`config.mk`:
```
export PLATFORM = sky130hd
export DESIGN_NAME = flph_hash
export DESIGN_NICKNAME = d
export VERILOG_FILES = /design/src/hw/rtl/flph_pkg.sv /design/src/hw/rtl/flph_hash.sv
export SDC_FILE = /design/constraint.sdc
export NUM_CORES = 1
export LEC_CHECK = 0
export BUFFER_PORTS_ARGS = -buffer_cell sky130_fd_sc_hd__buf_2
export CAP_MARGIN = 15
export CORE_MARGIN = 1
export CORE_UTILIZATION = 61
export CTS_CLUSTER_SIZE = 28
export DETAILED_ROUTE_END_ITERATION = 8
export HOLD_SLACK_MARGIN = 0.12
export PLACE_DENSITY = 0.86
export SYNTH_ARGS = -nofsm -noshare
export SYNTH_HDL_FRONTEND = slang
export SYNTH_SLANG_ARGS = --single-unit
```
`constraint.sdc`:
```
create_clock -name clk -period 7.99 [get_ports clk]
set_clock_uncertainty 0.1 [all_clocks]
set_input_delay 0.799 -clock clk [delete_from_list [all_inputs] [get_ports clk]]
set_output_delay 0.799 -clock clk [all_outputs]
set_load 0.02 [all_outputs]
```
`src/hw/rtl/flph_pkg.sv`:
```
// Shared types and constants for the FNV-1a linear-probe key/value table.
// No dependencies; imported by flph_hash, flph_table and the top level.
package flph_pkg;

  localparam int KEY_W   = 64;
  localparam int LEN_W   = 4;
  localparam int VALUE_W = 64;
  localparam int HASH_W  = 32;

  localparam logic [HASH_W-1:0] FNV_BASIS = 32'd2166136261;
  localparam logic [HASH_W-1:0] FNV_PRIME = 32'd16777619;

  typedef enum logic {
    OP_SET = 1'b0,
    OP_GET = 1'b1
  } op_t;

  typedef enum logic {
    ST_DONE = 1'b0,
    ST_FULL = 1'b1
  } status_t;

  // One stored slot, less its used bit.
  typedef struct packed {
    logic [KEY_W-1:0]   key;
    logic [LEN_W-1:0]   len;
    logic [VALUE_W-1:0] value;
  } entry_t;

endpackage

```
`src/hw/rtl/flph_hash.sv`:
```
// Serial FNV-1a hash unit: one key byte per cycle through a shared multiplier.
// Depends on flph_pkg for widths and the FNV constants.
module flph_hash import flph_pkg::*; (
  input  logic              clk,
  input  logic              rst,
  input  logic              start,
  input  logic [KEY_W-1:0]  key,
  input  logic [LEN_W-1:0]  len,
  output logic              done,
  output logic [HASH_W-1:0] hash
);

  logic              run;
  logic [LEN_W-1:0]  byte_idx;
  logic [HASH_W-1:0] h;
  logic [HASH_W-1:0] h_next;
  logic [7:0]        cur_byte;

  always_comb begin
    cur_byte = key[{byte_idx[2:0], 3'b000} +: 8];
    h_next   = (h ^ {{(HASH_W-8){1'b0}}, cur_byte}) * FNV_PRIME;
  end

  assign done = run && (byte_idx == len);
  assign hash = h;

  always_ff @(posedge clk) begin
    if (rst) begin
      run      <= 1'b0;
      byte_idx <= '0;
    end else if (start) begin
      run      <= 1'b1;
      byte_idx <= '0;
    end else if (run) begin
      if (byte_idx == len) begin
        run <= 1'b0;
      end else begin
        byte_idx <= byte_idx + 1'b1;
      end
    end
  end

  always_ff @(posedge clk) begin
    if (start) begin
      h <= FNV_BASIS;
    end else if (run && (byte_idx != len)) begin
      h <= h_next;
    end
  end

endmodule

```
* Word-level counts from Yosys, hierarchy flattened
Index checks and enable logic that the tools add are counted.
Word-level totals: bits in registers 37, input port bits 71
Cells by class: multiply operators 1, equal/unequal tests 2, mux-type cells 3, shift-type cells 1, reductions and logical operators 4, bitwise gates (word level) 2, $add $sub $neg 1
Operators by type and width (count):
- $shiftx A64 B7 Y8 | 1
- $mul A32 B25 Y32 const B | 1
- $xor A32 B8 Y32 | 1
- $add A4 B1 Y4 const B | 1
- $eq A4 B4 Y1 | 1
- $ne A4 B4 Y1 | 1
- $mux W1 | 3
- $logic_and A1 B1 Y1 | 2
- $reduce_and A2 Y1 | 1
- $reduce_or A2 Y1 | 1
- $not A1 Y1 | 1

* Logic depth before layout (Yosys ltp)
Gate-level depths: netlist of run 1.
depth in word-level cells 4, mapped depth 26

* Worst setup path after synthesis of run 1
Ideal clock, no wire load.
path type input-to-reg, start in key[15], end reg h[29] (netlist: hash[29]), path slack 1.844 ns, arrival time 5.932 ns, buffers on the path 0, data required time 7.776 ns, setup time 0.114 ns, cell stages on the path 21, cell sequence mux4_1 > mux2i_2 > xnor2_2 > ha_1 > ha_1 > fa_1 > ha_1 > fa_1 > ha_1 > inv_1 > fa_1 > inv_1 > ha_1 > and4_1 > and4_1 > nand4_1 > a21o_1 > a21boi_1 > nor3_1 > xnor2_1 > a21o_1
Between the ends: longest elaborated chain between the ends 3
Ends and longest elaborated chain:
- start, declared | RTL line flph_hash.sv:7 | input logic [KEY_W-1:0] key,
- $shiftx A64 B7 Y8 | RTL line flph_hash.sv:20 | cur_byte = key[{byte_idx[2:0], 3'b000} +: 8];
- $xor A32 B8 Y32 | RTL line flph_hash.sv:21 | h_next = (h ^ {{(HASH_W-8){1'b0}}, cur_byte}) * FNV_PRIME;
- $mul A32 B25 Y32 | RTL line flph_hash.sv:21
- end signal, assigned | RTL line flph_hash.sv:47 | h <= h_next;
- end, declared | RTL line flph_hash.sv:15 | logic [HASH_W-1:0] h;
Every way passes these cells. A chain may end at the register's enable or synchronous reset.

* Worst setup path in the final report of run 1
start reg byte_idx[0], end reg h[28] (netlist: hash[28])
Between the ends: longest elaborated chain between the ends 3, elaborated cells between the ends (all ways) 5, classes of those cells mul: 1; eq/ne: 1; shift: 1; bitwise: 1; reduce/logical: 1
Ends and longest elaborated chain:
- start, declared | RTL line flph_hash.sv:14 | logic [LEN_W-1:0] byte_idx;
- start signal, assigned | RTL line flph_hash.sv:38 | byte_idx <= byte_idx + 1'b1;
- $shiftx A64 B7 Y8 | RTL line flph_hash.sv:20
- $xor A32 B8 Y32 | RTL line flph_hash.sv:21
- $mul A32 B25 Y32 | RTL line flph_hash.sv:21
Parallel ways exist; a longest one is shown, timed or not.

==> flow_metrics.env, run 1 <==
export IMPL_status="finished, final reports clean"
export IMPL_critical_path_slowest_cell="dfxtp_1"
export IMPL_grt_overflow_total=0
export IMPL_design_core_area_mm2=0.0122
export IMPL_design_area_mm2=0.00853
export IMPL_finalSetupTns_ns=0
export IMPL_syn_cell_area_mm2=0.00771
export IMPL_grt_use_total=0.320
export IMPL_clk_latency_ns=0.29
export IMPL_cts_buffers=5
export IMPL_wl_um=19800
export IMPL_holdCritPathClass="reg -> reg"
export IMPL_yosysWarnings=0
export IMPL_dr_pass1_iters=5
export IMPL_crit_chain="buf_4 -> mux4_1 -> mux2i_1 -> xnor2_1 -> ha_1 -> ha_1 -> fa_1 -> ha_1 -> fa_1 -> ha_1 -> inv_1 -> fa_1 -> inv_1 -> ha_1 -> a21oi_1 -> o21ai_0 -> o21ai_0 -> o21ai_1 -> a21boi_1 -> o31ai_1 -> and2_1 -> o21ai_0"
export IMPL_postCtsSetupRepairBufs=0
export IMPL_synth_fa_ha_area_frac=0.492
export IMPL_die_w_um=114
export IMPL_num_vias=6332
export IMPL_start_util=0.634
export IMPL_fin_crit_ns=7.16
export IMPL_worstReg2RegEnd="hash[28]"
export IMPL_fp_row_count=40
export IMPL_hold_viol_final=0
export IMPL_drc_errors=0
export IMPL_placed_area_mm2=0.00836
export IMPL_period_share=0.896
export IMPL_synth_area_per_cell_um2=9.19
export IMPL_synth_simple_gate_area_frac=0.0704
export IMPL_synthMuxAreaShare=0.0636
export IMPL_netlist_instances=839
export IMPL_slew_headroom=0.407
export IMPL_antenna_left=0
export IMPL_die_area_mm2=0.0131
export IMPL_drive_above_1_share=0.142
export IMPL_gp_congestion=0.886
export IMPL_startpoint="byte_idx[0]"
export IMPL_ys_ff_latch=37
export IMPL_reg2reg_slack_ns=0.83
export IMPL_cpPeakStageDelay_ns=0.65
export IMPL_use_met3=0.0566
export IMPL_dieHeight_um=114
export IMPL_r2r_cells=22
export IMPL_crit_end="hash[28]"
export IMPL_antenna_found_initial=0
export IMPL_use_met2=0.542
export IMPL_drtIter0Drc=407
export IMPL_reg2reg_from="byte_idx[0]"
export IMPL_ys_types=54
export IMPL_clockBufferDepth=2
export IMPL_synth_top_family_by_area="adder cells"
export IMPL_crit_top_cell="ha_1"
export IMPL_busiest_layer="met2"
export IMPL_grtUsageMet1=0.394
export IMPL_synth_compound_area_frac=0.0985
export IMPL_ys_flop_type="dfxtp_1"
export IMPL_cap_violations=0
export IMPL_wl_per_cell_um=18.0
export IMPL_crit_path_end_kind="flop"
export IMPL_finalNonFillerCells=1100
export IMPL_cts_resized=0
export IMPL_hpwlAfterDp_um=15600
export IMPL_n_antenna_cell=0
export IMPL_cts_sinks=37
export IMPL_async_reset_ff_frac=0
export IMPL_port_buffers=103
export IMPL_tightest_slew_ns=0.883
export IMPL_rsz0062_at_grt="false"
export IMPL_cts_root_buffer="clkbuf_16"
export IMPL_synth_edf_count=0
export IMPL_grt_max_degree=49
export IMPL_grt_pass1_wl_um=32100
export IMPL_ios=104
export IMPL_setup_viol=0
export IMPL_clock_fmax_ghz=0.140
export IMPL_clk_pin_slew_ns=0.07
export IMPL_start_kind="flop"
export IMPL_syn_nets=1169
export IMPL_vias_per_cell=5.76
export IMPL_ctsHoldBuffers=0
export IMPL_path_class="reg -> reg"
export IMPL_cp_data_required_time_ns=8.06
export IMPL_synth_xor_area_frac=0.0644
export IMPL_arrival_ns=7.23
export IMPL_cts_tree="yes"
export IMPL_dp_cells=1092
export IMPL_synth_seq_area_share=0.0961
export IMPL_htree_levels=2
export IMPL_hold_ws_ns=0.400
export IMPL_grt_pass1_vias=6620
export IMPL_area_delta_synth_final_pct=10.7
export IMPL_slew_violations=0
export IMPL_worstPathMaxFanout=11
export IMPL_nets=1261
export IMPL_fillers=939
## final cells by class
cell class | count | area, um2 | share of cell area
Clock buffer | 5 | 125 | 0.0147
Clock inverter | 3 | 46.3 | 0.00542
Inverter | 210 | 788 | 0.0924
Multi-Input combinational cell | 571 | 6090 | 0.713
Sequential cell | 37 | 741 | 0.0868
Tap cell | 168 | 210 | 0.0246
Timing Repair Buffer | 106 | 538 | 0.0630
## registers in the layout, indices dropped and copies added (netlist names)
| signal | flops |
|---|---|
| hash | 32 |
| byte_idx | 4 |
| run | 1 |
## per-stage QoR
step                 util  setup slack [ns]
floorplan               -              1.84
global placement    0.688              1.40
detailed placement  0.688              1.14
CTS                 0.702              1.02
global route        0.702             0.609
finish              0.702             0.833
## kinds of logic (layout without fill, tap and decap cells)
kind of cell / after synthesis / count (layout)
AOI/OAI and AO/OA: 116 / 116
xor gates and xnor gates: 55 / 55
adders and majority gates: 259 / 259
buffers and inverters: 231 / 324
DFF: 37 / 37
muxes: 26 / 26
and+or+nand+nor: 115 / 115
## synthesized netlist by cell type (all sizes together) (7+ instances only)
| library cell | n | area, um2 |
|---|---|---|
| inv | 210 | 788 |
| nor3 | 7 | 35.0 |
| a211oi | 7 | 52.6 |
| nand2 | 53 | 199 |
| o21ai | 19 | 95.1 |
| nor2 | 14 | 52.6 |
| a21oi | 38 | 194 |
| buf | 11 | 56.3 |
| mux2i | 10 | 104 |
| mux4 | 16 | 387 |
| xor2 | 16 | 140 |
| a21o | 11 | 82.6 |
| fa | 74 | 1480 |
| xnor2 | 39 | 357 |
| clkbuf | 10 | 37.5 |
| dfxtp | 37 | 741 |
| nand3 | 12 | 60.1 |
| ha | 185 | 2310 |
| o211ai | 14 | 105 |
## cell usage in the layout, fill, tap and decap left out, drive strengths merged, types with 7 or more instances in the layout
cell / n
a211oi: 7
mux2i: 10
xnor2: 39
xor2: 16
a21o: 11
buf: 106
nand3: 12
a21oi: 38
nor2: 14
o211ai: 14
fa: 74
inv: 210
nand2: 53
dfxtp: 37
mux4: 16
nor3: 7
o21ai: 19
ha: 185
## worst max-delay path: cells and delay by family, from the launching register on
family,cells,cell delay (ns)
DFF,1,0.65
adders and majority gates,8,3.05
xor gates and xnor gates,1,0.37
AOI/OAI and AO/OA,7,1.39
muxes,2,0.86
buffers and inverters,3,0.44
and+or+nand+nor,1,0.17
## how the worst min path moves through the flow
stage,startpoint,to,depth (start not counted)
after floorplan,byte_idx[3],byte_idx[3],2
after global placement,hash[1],hash[1],2
after detailed placement,hash[0],hash[0],2
after CTS,hash[0],hash[0],2
after global routing,hash[1],hash[1],2
final,hash[0],hash[0],2
## metal layers
| layer | up-vias | share of wire |
|---|---|---|
| met1 | 2993 | 0.39 |
| met2 | 314 | 0.49 |
| met4 | 0 | 0.044 |
| met5 | - | 0 |
| met3 | 82 | 0.073 |
| li1 | 2943 | - |
Power of run 1 is left out: the tool's default activity adds up to more than one toggle a clock period on the data nets, which glitch-free logic cannot reach.
==> run 2, diff against run 1 <==
--- a/config.mk
+++ b/config.mk
@@ -8,11 +8,11 @@
 export BUFFER_PORTS_ARGS = -buffer_cell sky130_fd_sc_hd__buf_2
 export CAP_MARGIN = 15
 export CORE_MARGIN = 1
-export CORE_UTILIZATION = 61
+export CORE_UTILIZATION = 45
 export CTS_CLUSTER_SIZE = 28
 export DETAILED_ROUTE_END_ITERATION = 8
 export HOLD_SLACK_MARGIN = 0.12
-export PLACE_DENSITY = 0.86
+export PLACE_DENSITY = 0.67
 export SYNTH_ARGS = -nofsm -noshare
 export SYNTH_HDL_FRONTEND = slang
 export SYNTH_SLANG_ARGS = --single-unit
==> flow_metrics.env, run 2 (same netlist as run 1, synthesis figures left out) <==
export IMPL_port_buffers=103
export IMPL_cts_resized=0
export IMPL_seqCellArea_um2=741
export IMPL_design_core_area_mm2=0.0166
export IMPL_grt_pass1_vias=6171
export IMPL_dpl_worst_slack_ns=1.14
export IMPL_grt_use_total=0.223
export IMPL_cts_buffers=5
export IMPL_rsz0062_at_grt="false"
export IMPL_grt_max_degree=49
export IMPL_die_area_mm2=0.0177
export IMPL_status="finished, final reports clean"
export IMPL_n_antenna_cell=0
export IMPL_crit_path_end_kind="flop"
export IMPL_setup_slack_ns=1.10
export IMPL_cts_tree="yes"
export IMPL_multi_input_area_mm2=0.00609
export IMPL_r2r_cells=22
export IMPL_finalSetupTns_ns=0
export IMPL_die_w_um=133
export IMPL_layout_commonest_cell="inv_1"
export IMPL_reg2reg_from="byte_idx[0]"
export IMPL_cts_root_buffer="clkbuf_16"
export IMPL_hpwlAfterDp_um=15800
export IMPL_period_share=0.862
export IMPL_nets=1262
export IMPL_layout_common_cells="210 x inv_1, 185 x ha_1, 103 x buf_2"
export IMPL_wl_per_cell_um=16.4
export IMPL_fillers=1596
export IMPL_whs_path_depth=2
export IMPL_finalNonFillerCells=1152
export IMPL_start_kind="flop"
export IMPL_htree_levels=2
export IMPL_tightest_slew_ns=0.856
export IMPL_largest_reg_flops=32
export IMPL_min_delay_start="hash[0]"
export IMPL_gp_congestion=0.882
export IMPL_setup_viol=0
export IMPL_arrival_ns=6.96
export IMPL_postCtsSetupRepairBufs=0
export IMPL_grt_overflow_total=0
export IMPL_min_to="hash[0]"
export IMPL_cts_sinks=37
export IMPL_start_util=0.463
export IMPL_holdCritPathClass="reg -> reg"
export IMPL_drc_errors=0
export IMPL_path_class="reg -> reg"
export IMPL_dp_cells=1145
export IMPL_drtIter0Drc=245
export IMPL_fp_row_count=47
export IMPL_wl_um=18900
export IMPL_vias_per_cell=5.20
export IMPL_worstReg2RegEnd="hash[28]"
export IMPL_slew_violations=0
export IMPL_grt_pass1_wl_um=30900
export IMPL_area_delta_synth_final_pct=11.5
export IMPL_clk_latency_ns=0.29
export IMPL_slew_headroom=0.429
export IMPL_worstPathMaxFanout=15
export IMPL_num_vias=5987
export IMPL_clk_pin_slew_ns=0.06
export IMPL_ios=104
export IMPL_fin_crit_ns=6.89
export IMPL_antenna_left=0
export IMPL_clock_fmax_ghz=0.145
export IMPL_antenna_found_initial=0
export IMPL_reg2reg_slack_ns=1.10
export IMPL_dr_pass1_iters=5
export IMPL_hold_ws_ns=0.396
export IMPL_drive_above_1_share=0.142
export IMPL_clockBufferDepth=2
export IMPL_ctsHoldBuffers=0
export IMPL_hold_viol_final=0
export IMPL_dieHeight_um=133
export IMPL_cap_violations=0
export IMPL_cp_data_required_time_ns=8.06
## run 2: routing by layer
layer,share of wire,track usage,vias up,routed length [um]
met1,0.45,0.289,2872,8590
met5,0,0,-,0
li1,-,-,2953,-
met2,0.49,0.392,137,9280
met3,0.039,0.0314,25,740
met4,0.016,0.0466,0,303
## run 2: critical path, cell delays in order (launching register included)
cell	delay (ns)
dfxtp_1	0.85
buf_4	0.30
mux4_2	0.52
mux2i_1	0.21
xnor2_1	0.33
ha_1	0.34
ha_1	0.33
ha_1	0.30
ha_1	0.22
fa_1	0.45
ha_1	0.29
inv_1	0.04
fa_1	0.47
inv_1	0.05
ha_1	0.34
o211ai_1	0.18
a31oi_1	0.19
o21ai_0	0.15
o21ai_1	0.36
a21boi_1	0.19
o31ai_1	0.31
and2_1	0.16
o21ai_0	0.08
## run 2: worst max path at each step
| stage | from | slack (ns) | end | depth (start not counted) |
|---|---|---|---|---|
| global placement | byte_idx[0] | 1.20 | hash[29] | 21 |
| detailed placement | byte_idx[0] | 1.14 | hash[29] | 21 |
| global route | byte_idx[0] | 0.77 | hash[28] | 22 |
| floorplan | key[15] | 1.84 | hash[29] | 21 |
| CTS | byte_idx[0] | 1.11 | hash[29] | 21 |
| finish | byte_idx[0] | 1.10 | hash[28] | 22 |
## run 2: metrics by stage
stage,instance area [um2],utilization
6_report,8600,0.517
5_1_grt,8600,0.517
4_1_cts,8600,0.517
3_5_place_dp,8440,0.507
3_3_place_gp,8440,0.507
2_1_floorplan,7710,-
## run 2: layout make-up
cell class	count	area share
flip-flops and latches	37	0.0862
inverters	210	0.0917
clock buffers	5	0.0146
multi-input cells	571	0.708
repair buffers	107	0.0635
clock inverters	2	0.00408
well taps	220	0.0320
Power of run 2 is left out for the same reason.
